**src/dtfe_pkg.sv**
```systemverilog
package dtfe_pkg;

    localparam int YEAR_W   = 12;
    localparam int MONTH_W  = 4;
    localparam int DAY_W    = 5;
    localparam int HOUR_W   = 5;
    localparam int MINUTE_W = 6;
    localparam int SECOND_W = 6;
    localparam int OP_W     = 3;
    localparam int FIELD_W  = 3;
    localparam int CFG_IDX_W = 1;

    localparam logic [YEAR_W-1:0] FIRST_YEAR_RST = 12'd2000;
    localparam logic [YEAR_W-1:0] LAST_YEAR_RST  = 12'd2099;

    // Opcodes of an input transaction.
    localparam logic [OP_W-1:0] OP_LOAD   = 3'd0;
    localparam logic [OP_W-1:0] OP_PLUS   = 3'd1;
    localparam logic [OP_W-1:0] OP_MINUS  = 3'd2;
    localparam logic [OP_W-1:0] OP_SWITCH = 3'd3;
    localparam logic [OP_W-1:0] OP_CANCEL = 3'd4;
    localparam logic [OP_W-1:0] OP_OK     = 3'd5;

    // Field selector codes.
    localparam logic [FIELD_W-1:0] FLD_NONE   = 3'd0;
    localparam logic [FIELD_W-1:0] FLD_YEAR   = 3'd1;
    localparam logic [FIELD_W-1:0] FLD_MONTH  = 3'd2;
    localparam logic [FIELD_W-1:0] FLD_DAY    = 3'd3;
    localparam logic [FIELD_W-1:0] FLD_HOUR   = 3'd4;
    localparam logic [FIELD_W-1:0] FLD_MINUTE = 3'd5;
    localparam logic [FIELD_W-1:0] FLD_SECOND = 3'd6;

    // Configuration register indexes.
    localparam logic [CFG_IDX_W-1:0] CFG_FIRST_YEAR = 1'b0;
    localparam logic [CFG_IDX_W-1:0] CFG_LAST_YEAR  = 1'b1;

    localparam logic [MONTH_W-1:0]  MONTH_MAX  = 4'd12;
    localparam logic [HOUR_W-1:0]   HOUR_MAX   = 5'd23;
    localparam logic [MINUTE_W-1:0] MINUTE_MAX = 6'd59;
    localparam logic [SECOND_W-1:0] SECOND_MAX = 6'd59;

    // Reciprocal of 25 scaled by 2^17; exact floor quotient for 12-bit years.
    localparam logic [12:0] RECIP25     = 13'd5243;
    localparam int          RECIP25_SH  = 17;

    typedef struct packed {
        logic [OP_W-1:0]     opcode;
        logic [YEAR_W-1:0]   year;
        logic [MONTH_W-1:0]  month;
        logic [DAY_W-1:0]    day;
        logic [HOUR_W-1:0]   hour;
        logic [MINUTE_W-1:0] minute;
        logic [SECOND_W-1:0] second;
    } dtfe_item_t;

    typedef struct packed {
        logic       vld;
        dtfe_item_t item;
    } dtfe_hold_t;

    typedef struct packed {
        logic [YEAR_W-1:0]   year;
        logic [MONTH_W-1:0]  month;
        logic [DAY_W-1:0]    day;
        logic [HOUR_W-1:0]   hour;
        logic [MINUTE_W-1:0] minute;
        logic [SECOND_W-1:0] second;
        logic [FIELD_W-1:0]  field;
    } dtfe_time_t;

    // Length of a month; anything outside 1..12 counts as 31 days.
    function automatic logic [DAY_W-1:0] month_days(input logic [MONTH_W-1:0] m,
                                                    input logic leap);
        logic [DAY_W-1:0] len;
        case (m)
            4'd2:    len = leap ? 5'd29 : 5'd28;
            4'd4:    len = 5'd30;
            4'd6:    len = 5'd30;
            4'd9:    len = 5'd30;
            4'd11:   len = 5'd30;
            default: len = 5'd31;
        endcase
        return len;
    endfunction

endpackage

```
**src/dtfe_in_reg.sv**
```systemverilog
module dtfe_in_reg (
    input  logic                clk,
    input  logic                rst_n,
    input  logic                in_valid,
    output logic                in_stall,
    input  dtfe_pkg::dtfe_item_t in_item,
    input  logic                take,
    output dtfe_pkg::dtfe_hold_t hold
);

    logic                 vld_reg;
    logic                 vld_next;
    dtfe_pkg::dtfe_item_t item_reg;
    logic                 accept;

    // The held transaction blocks the input only while it cannot move on.
    assign in_stall = vld_reg && !take;
    assign accept   = in_valid && !in_stall;

    always_comb
    begin
        if (accept)
        begin
            vld_next = 1'b1;
        end
        else if (take)
        begin
            vld_next = 1'b0;
        end
        else
        begin
            vld_next = vld_reg;
        end
    end

    always_ff @(posedge clk or negedge rst_n)
    begin
        if (!rst_n)
        begin
            vld_reg <= 1'b0;
        end
        else
        begin
            vld_reg <= vld_next;
        end
    end

    always_ff @(posedge clk)
    begin
        if (accept)
        begin
            item_reg <= in_item;
        end
    end

    assign hold.vld  = vld_reg;
    assign hold.item = item_reg;

endmodule

```
**src/dtfe_next.sv**
```systemverilog
module dtfe_next (
    input  dtfe_pkg::dtfe_time_t             cur,
    input  dtfe_pkg::dtfe_item_t             item,
    input  logic [dtfe_pkg::YEAR_W-1:0]      first_year,
    input  logic [dtfe_pkg::YEAR_W-1:0]      last_year,
    output dtfe_pkg::dtfe_time_t             nxt,
    output logic                             commit_next,
    output logic                             leave_next
);

    logic [24:0]                    prod;
    logic [7:0]                     quot25;
    logic [dtfe_pkg::YEAR_W-1:0]    back25;
    logic                           div25;
    logic                           leap;
    logic [dtfe_pkg::DAY_W-1:0]     len;
    logic [dtfe_pkg::YEAR_W:0]      year_inc;
    logic [dtfe_pkg::DAY_W:0]       day_inc;

    // Leap year: divisible by 4, and not by 100 unless also by 400.
    // Divisibility by 25 is checked through a reciprocal quotient.
    assign prod   = {13'd0, cur.year} * {12'd0, dtfe_pkg::RECIP25};
    assign quot25 = prod[dtfe_pkg::RECIP25_SH +: 8];
    assign back25 = {quot25, 4'd0} + {1'b0, quot25, 3'd0} + {4'd0, quot25};
    assign div25  = (back25 == cur.year);
    assign leap   = (cur.year[1:0] == 2'd0) && (!div25 || (cur.year[3:0] == 4'd0));
    assign len    = dtfe_pkg::month_days(cur.month, leap);

    assign year_inc = {1'b0, cur.year} + 13'd1;
    assign day_inc  = {1'b0, cur.day} + 6'd1;

    always_comb
    begin
        nxt         = cur;
        commit_next = 1'b0;
        leave_next  = 1'b0;
        case (item.opcode)
            dtfe_pkg::OP_LOAD:
            begin
                nxt.year   = item.year;
                nxt.month  = item.month;
                nxt.day    = item.day;
                nxt.hour   = item.hour;
                nxt.minute = item.minute;
                nxt.second = item.second;
                nxt.field  = dtfe_pkg::FLD_MINUTE;
            end
            dtfe_pkg::OP_PLUS:
            begin
                case (cur.field)
                    dtfe_pkg::FLD_YEAR:
                        nxt.year = (year_inc > {1'b0, last_year}) ? first_year
                                                                   : year_inc[11:0];
                    dtfe_pkg::FLD_MONTH:
                        nxt.month = (cur.month >= dtfe_pkg::MONTH_MAX) ? 4'd1
                                                                       : cur.month + 4'd1;
                    dtfe_pkg::FLD_DAY:
                        nxt.day = (day_inc > {1'b0, len}) ? 5'd1 : day_inc[4:0];
                    dtfe_pkg::FLD_HOUR:
                        nxt.hour = (cur.hour >= dtfe_pkg::HOUR_MAX) ? 5'd0
                                                                    : cur.hour + 5'd1;
                    dtfe_pkg::FLD_MINUTE:
                        nxt.minute = (cur.minute >= dtfe_pkg::MINUTE_MAX) ? 6'd0
                                                                          : cur.minute + 6'd1;
                    dtfe_pkg::FLD_SECOND:
                        nxt.second = (cur.second >= dtfe_pkg::SECOND_MAX) ? 6'd0
                                                                          : cur.second + 6'd1;
                    default:
                        nxt = cur;
                endcase
            end
            dtfe_pkg::OP_MINUS:
            begin
                case (cur.field)
                    dtfe_pkg::FLD_YEAR:
                        nxt.year = (cur.year <= first_year) ? first_year : cur.year - 12'd1;
                    dtfe_pkg::FLD_MONTH:
                        nxt.month = (cur.month <= 4'd1) ? dtfe_pkg::MONTH_MAX
                                                        : cur.month - 4'd1;
                    dtfe_pkg::FLD_DAY:
                        nxt.day = (cur.day <= 5'd1) ? len : cur.day - 5'd1;
                    dtfe_pkg::FLD_HOUR:
                        nxt.hour = (cur.hour == 5'd0) ? dtfe_pkg::HOUR_MAX : cur.hour - 5'd1;
                    dtfe_pkg::FLD_MINUTE:
                        nxt.minute = (cur.minute == 6'd0) ? dtfe_pkg::MINUTE_MAX
                                                          : cur.minute - 6'd1;
                    dtfe_pkg::FLD_SECOND:
                        nxt.second = (cur.second == 6'd0) ? dtfe_pkg::SECOND_MAX
                                                          : cur.second - 6'd1;
                    default:
                        nxt = cur;
                endcase
            end
            dtfe_pkg::OP_SWITCH:
            begin
                nxt.field = (cur.field >= dtfe_pkg::FLD_SECOND) ? dtfe_pkg::FLD_YEAR
                                                                : cur.field + 3'd1;
            end
            dtfe_pkg::OP_CANCEL:
            begin
                leave_next = 1'b1;
            end
            dtfe_pkg::OP_OK:
            begin
                commit_next = 1'b1;
                leave_next  = 1'b1;
            end
            default:
            begin
                nxt = cur;
            end
        endcase
    end

endmodule

```
**src/date_time_field_editor.sv**
```systemverilog
// An accepted transaction waits in the input register; one short combinational
// step then updates the edit state as it moves into the state/result registers,
// which show its result. Throughput: one transaction per cycle while out_stall is low.
// Reset (rst_n low, asynchronous): edited time and selection clear to zero, no
// transaction held, first_year returns to 2000 and last_year to 2099.
module date_time_field_editor (
    input  logic                            clk,
    input  logic                            rst_n,
    // Configuration write port
    input  logic                            cfg_we,
    input  logic [dtfe_pkg::CFG_IDX_W-1:0]  cfg_index,
    input  logic [dtfe_pkg::YEAR_W-1:0]     cfg_data,
    // Input channel
    input  logic                            in_valid,
    output logic                            in_stall,
    input  logic [dtfe_pkg::OP_W-1:0]       opcode,
    input  logic [dtfe_pkg::YEAR_W-1:0]     load_year,
    input  logic [dtfe_pkg::MONTH_W-1:0]    load_month,
    input  logic [dtfe_pkg::DAY_W-1:0]      load_day,
    input  logic [dtfe_pkg::HOUR_W-1:0]     load_hour,
    input  logic [dtfe_pkg::MINUTE_W-1:0]   load_minute,
    input  logic [dtfe_pkg::SECOND_W-1:0]   load_second,
    // Output channel
    output logic                            out_valid,
    input  logic                            out_stall,
    output logic [dtfe_pkg::YEAR_W-1:0]     year_out,
    output logic [dtfe_pkg::MONTH_W-1:0]    month_out,
    output logic [dtfe_pkg::DAY_W-1:0]      day_out,
    output logic [dtfe_pkg::HOUR_W-1:0]     hour_out,
    output logic [dtfe_pkg::MINUTE_W-1:0]   minute_out,
    output logic [dtfe_pkg::SECOND_W-1:0]   second_out,
    output logic [dtfe_pkg::FIELD_W-1:0]    field_out,
    output logic                            commit,
    output logic                            leave
);

    // Configuration registers. They must only be written, by the user, while the editor is idle,
    // so no transaction in flight can see a change part-way through; the block does not enforce it.
    logic [dtfe_pkg::YEAR_W-1:0] first_year_reg;
    logic [dtfe_pkg::YEAR_W-1:0] last_year_reg;

    // The edit state doubles as the result payload: it only changes when a
    // transaction moves into the output stage, which can only happen once the
    // previous result has been taken, so a stalled result stays steady.
    dtfe_pkg::dtfe_time_t state_reg;
    dtfe_pkg::dtfe_time_t state_next;
    logic                 commit_reg;
    logic                 commit_next;
    logic                 leave_reg;
    logic                 leave_next;
    logic                 out_valid_reg;
    logic                 out_valid_next;

    dtfe_pkg::dtfe_item_t in_item;
    dtfe_pkg::dtfe_hold_t hold;
    logic                 take;
    logic                 fire;

    assign in_item.opcode = opcode;
    assign in_item.year   = load_year;
    assign in_item.month  = load_month;
    assign in_item.day    = load_day;
    assign in_item.hour   = load_hour;
    assign in_item.minute = load_minute;
    assign in_item.second = load_second;

    // The output stage can take a new result when it is empty or its current
    // result leaves in this cycle.
    assign take = !out_valid_reg || !out_stall;
    assign fire = hold.vld && take;

    dtfe_in_reg u_in_reg (
        .clk      (clk),
        .rst_n    (rst_n),
        .in_valid (in_valid),
        .in_stall (in_stall),
        .in_item  (in_item),
        .take     (take),
        .hold     (hold)
    );

    dtfe_next u_next (
        .cur         (state_reg),
        .item        (hold.item),
        .first_year  (first_year_reg),
        .last_year   (last_year_reg),
        .nxt         (state_next),
        .commit_next (commit_next),
        .leave_next  (leave_next)
    );

    assign out_valid_next = fire || (out_valid_reg && out_stall);

    always_ff @(posedge clk or negedge rst_n)
    begin
        if (!rst_n)
        begin
            first_year_reg <= dtfe_pkg::FIRST_YEAR_RST;
            last_year_reg  <= dtfe_pkg::LAST_YEAR_RST;
        end
        else if (cfg_we)
        begin
            case (cfg_index)
                dtfe_pkg::CFG_FIRST_YEAR: first_year_reg <= cfg_data;
                dtfe_pkg::CFG_LAST_YEAR:  last_year_reg  <= cfg_data;
                default:                  first_year_reg <= first_year_reg;
            endcase
        end
    end

    always_ff @(posedge clk or negedge rst_n)
    begin
        if (!rst_n)
        begin
            state_reg     <= '0;
            commit_reg    <= 1'b0;
            leave_reg     <= 1'b0;
            out_valid_reg <= 1'b0;
        end
        else
        begin
            out_valid_reg <= out_valid_next;
            if (fire)
            begin
                state_reg  <= state_next;
                commit_reg <= commit_next;
                leave_reg  <= leave_next;
            end
        end
    end

    assign out_valid  = out_valid_reg;
    assign year_out   = state_reg.year;
    assign month_out  = state_reg.month;
    assign day_out    = state_reg.day;
    assign hour_out   = state_reg.hour;
    assign minute_out = state_reg.minute;
    assign second_out = state_reg.second;
    assign field_out  = state_reg.field;
    assign commit     = commit_reg;
    assign leave      = leave_reg;

endmodule

```
**config.mk**
```make
export PLATFORM = sky130hd
export DESIGN_NAME = date_time_field_editor
export DESIGN_NICKNAME = d
export VERILOG_FILES = /design/src/dtfe_pkg.sv /design/src/dtfe_in_reg.sv /design/src/dtfe_next.sv /design/src/date_time_field_editor.sv
export SDC_FILE = /design/constraint.sdc
export NUM_CORES = 1
export LEC_CHECK = 0
export ABC_AREA = 1
export ABC_CLOCK_PERIOD_IN_PS = 10270
export BUFFER_PORTS_ARGS = -buffer_cell sky130_fd_sc_hd__buf_2
export CAP_MARGIN = 15
export CORE_ASPECT_RATIO = 1.75
export CORE_MARGIN = 2
export CORE_UTILIZATION = 30
export DETAILED_ROUTE_END_ITERATION = 16
export GPL_TIMING_DRIVEN = 1
export PLACE_DENSITY_LB_ADDON = 0.12
export SYNTH_ARGS = -nofsm -noshare
export SYNTH_HDL_FRONTEND = slang
export SYNTH_HIERARCHICAL = 1
export SYNTH_SLANG_ARGS = --single-unit
```
**constraint.sdc**
```tcl
create_clock -name clk -period 10.27 [get_ports clk]
set_input_delay 1.5405 -clock clk [delete_from_list [all_inputs] [get_ports clk]]
set_output_delay 1.5405 -clock clk [all_outputs]
set_load 0.1 [all_outputs]
```
==> summary by stage <==
Global route
Entering global routing, the biggest net connects 49 pins. In the global route stage, overall resource usage came out at 19.93%. The wire length of the first global-routing pass is 58750 um. Summed over all layers, the global routing overflow is 0.

The number of antenna violations at the first check in global routing is 2. The number of global-route vias before repair came to 10347.

Layout
The final cell utilization of the core is 34.03%. The number of cells in the finished layout apart from fillers is 2006. The layout cell share with drive strength beyond 1 is 11.63%. The final layout contains 1784 nets.

The count of fill cells added during filler insertion is 4017. The area growth from synthesis to layout is 11.73%. 0 antenna diodes ended up in the layout.

The register with the most flip-flops in the layout has 41 of them.

Worst setup path
The most used cell along the critical path is nand2_1. Broken down by cell family, the worst path's largest delay share belongs to adder cells. The worst setup path is launched from a register. The data arrival time of the critical path is 9490 ps. The setup path with the least slack is of type register to register. Together, buffers and inverters on the worst path number 7. The slowest cell on the critical path is dfrtp_1. The largest fanout on the critical path is 11. The delay of the slowest critical-path stage is 650 ps.

For the worst setup path, the data required time is 10520 ps. The worst setup path is captured at a register.

Clock network
The clock root buffer is clkbuf_16. The worst-skew pair later-pin latency is 370 ps. The TritonCTS clock tree is built. In this run, CTS created clock tree buffers numbering 9. The total setup buffers inserted after CTS is 0. The count of clock tree sinks is 110. In this run the deepest clock path goes through 2 buffers.

After clock tree synthesis, the flow added hold-fix buffers numbering 0. The clock input transition at the sequential cells of the worst setup and hold paths is 80 ps. The deepest level of the CTS H-tree is 3. After clock tree synthesis, the repair step resized 0 gates.

Timing
The count of endpoints failing setup in the final report is 0. The final hold violation count was 0. The setup clock skew after layout is 14.10 ps. The final count of pins violating max slew came to 0.

For the pin with the worst max-slew slack, the measured transition is 1082 ps. The worst max-slew margin expressed relative to the limit is 27.61%. Setup repair after global routing left no endpoint under its margin. In the final timing run, aggregate negative setup slack is 0 ps. Subtracting the final worst setup slack from the clock period gives 9235 ps. After layout, the worst path uses 89.93% of the clock period. On the final layout, the worst hold slack is 467.0 ps. Derived from the worst setup path, the maximum achievable clock frequency is 0.1083 GHz.

Detailed routing
The total via count after detailed routing is 10015. The aggregate routed wire length is 38220 um. The first-pass detailed-route iteration total is 5. The count of nets left with antenna violations once routing finished came out at 0. The highest routing layer actually used is met5.

The first-iteration detailed-routing DRC count is 499. The met3 layer wire length in the routed design is 1239 um. The detail-routed net length per standard cell is 19.05 um. The wire length on met2 is 21580 um. The remaining design rule violation count is 0. In the final routing, the length of wire on met1 measures 13760 um.

The post-detailed-route via-to-cell ratio is 4.993.

Floorplanning
104 I/O pins were placed. The die covers 38960 um2. The core area is 36770 um2. Measured along the x axis, the die boundary spans 150.1 um. Once the floorplan was initialized, standard cells occupied 30.46% of the core.

The floorplan step set the die height to 259.6 um. The placement row count is 93.

Placed design
Detailed placement finished with a half-perimeter wire length of 29440 um. The global placer's final weighted congestion is 0.8773. Input and output buffers added on the ports amount to 103.

Including well taps, the total number of placed cells is 1990.

Synthesis
The register area share after synthesis is 26.53%. In the synthesized netlist, the number of instances is 1445. For this run, the leading register cell type out of synthesis is dfrtp_1. Summed over all instances, the cell type with the most area after synthesis is ha_1. The top cell type's share of synthesized area is 17.09%.

In this run, synthesis produced a sequential element count of 110. The share of synthesized registers carrying an async set or reset is 62.73%. After synthesis, the cell types taking the most area are ha_1 17%, dfrtp_1 13%, nand2_1 12%. Yosys printed 6 warnings. The post-synthesis area per instance is 7.751 um2.

The number of synthesized flops with an enable pin is 41. The synthesized netlist net count is 1703. The netlist area before placement is 11200 um2. The post-synthesis cell type count is 59.

Status
The flow ran to the end, and the final reports show no timing, DRC or antenna violations.

Run
Max-cap violations in this run came to 0.

Min path
The tightest min-delay check is of the register to register type.
path summary, 6_finish.rpt:
check | startpoint | end | slack (ps) | cells past startpoint
max reg2reg | year_out[6] | day_out[4] | 1030 | 48
min in group asynchronous | rst_n | day_out[3] | 1120 | 1
min | last_year_reg[4] | last_year_reg[4] | 470 | 2
max | year_out[6] | day_out[4] | 1030 | 48
min reg2reg | last_year_reg[4] | last_year_reg[4] | 470 | 2
max in group asynchronous | rst_n | u_in_reg/vld_reg | 8100 | 2
worst register-to-register path, delay by kind of cell (launching register included):
| kind | cells | cell delay [ps] |
|---|---|---|
| AO/OA/AOI/OAI | 10 | 1830 |
| XOR/XNOR | 1 | 160 |
| adder cells (fa/ha/maj) | 9 | 3850 |
| buffers and inverters | 7 | 600 |
| flip-flops | 1 | 650 |
| AND/OR/NAND/NOR | 21 | 2060 |
cells in the mapped netlist, types with 17 or more instances:
master / n
ha_1: 153
dfrtp_1: 58
clkbuf_1: 19
nor2_1: 50
o21ai_0: 72
a21oi_1: 83
edfxtp_1: 41
inv_1: 204
xor2_1: 33
buf_2: 17
nand2_1: 355
fa_1: 46
nand4_1: 23
nand3_1: 134
layout make-up:
cell class,instances,area (um2),area share [%]
tap,475,594.3,4.749
multi-input combinational,1077,7231,57.78
timing repair buffer,117,623.1,4.979
clock inverter,6,51.30,0.4099
sequential,110,2973,23.76
clock buffer,10,250.2,2.000
inverter,211,792.0,6.329
through the flow:
| step | setup WS [ps] | instance area [um2] |
|---|---|---|
| after floorplan | 1256 | 11200 |
| after global placement | 1155 | 12210 |
| after detailed placement | 964.6 | 12210 |
| after CTS | 928.6 | 12510 |
| after global routing | 175.5 | 12510 |
| final | 1035 | 12510 |
layout by cell type (no fill, tap or decap), types with 5 or more instances in the layout:
| master | n |
|---|---|
| a21o_1 | 8 |
| dfstp_2 | 11 |
| nor4_1 | 13 |
| ha_1 | 153 |
| xnor2_1 | 9 |
| clkbuf_16 | 10 |
| inv_1 | 204 |
| o21ai_0 | 72 |
| nand2_1 | 355 |
| o21ai_1 | 5 |
| nor3_1 | 13 |
| a21oi_1 | 83 |
| nand2_2 | 6 |
| fa_1 | 46 |
| inv_2 | 6 |
| xor2_1 | 33 |
| dfrtp_1 | 57 |
| nor2_1 | 49 |
| o211ai_1 | 13 |
| edfxtp_1 | 41 |
| a31oi_1 | 5 |
| buf_2 | 102 |
| buf_4 | 15 |
| nand4_1 | 23 |
| nand3_1 | 134 |
| o221ai_1 | 9 |
layer usage:
layer,vias to the layer above,global-route usage (%)
met4,4,8.412
met5,-,0
li1,4970,-
met3,64,1.965
met2,243,39.99
met1,4734,20.33
logic make-up (layout without fill, tap and decap cells):
logic type      Yosys count  count (layout)  share of synthesized area [%]
fa+ha+maj               199             199                          25.31
xor+xnor                 43              43                          3.430
flops                   110             110                          26.53
compound gates          224             224                          11.71
buf+inv                 258             344                          9.193
simple gates            611             611                          23.83
Power is not shown: default switching activity piles up to over one toggle a cycle in this logic, so the estimate is an artifact.
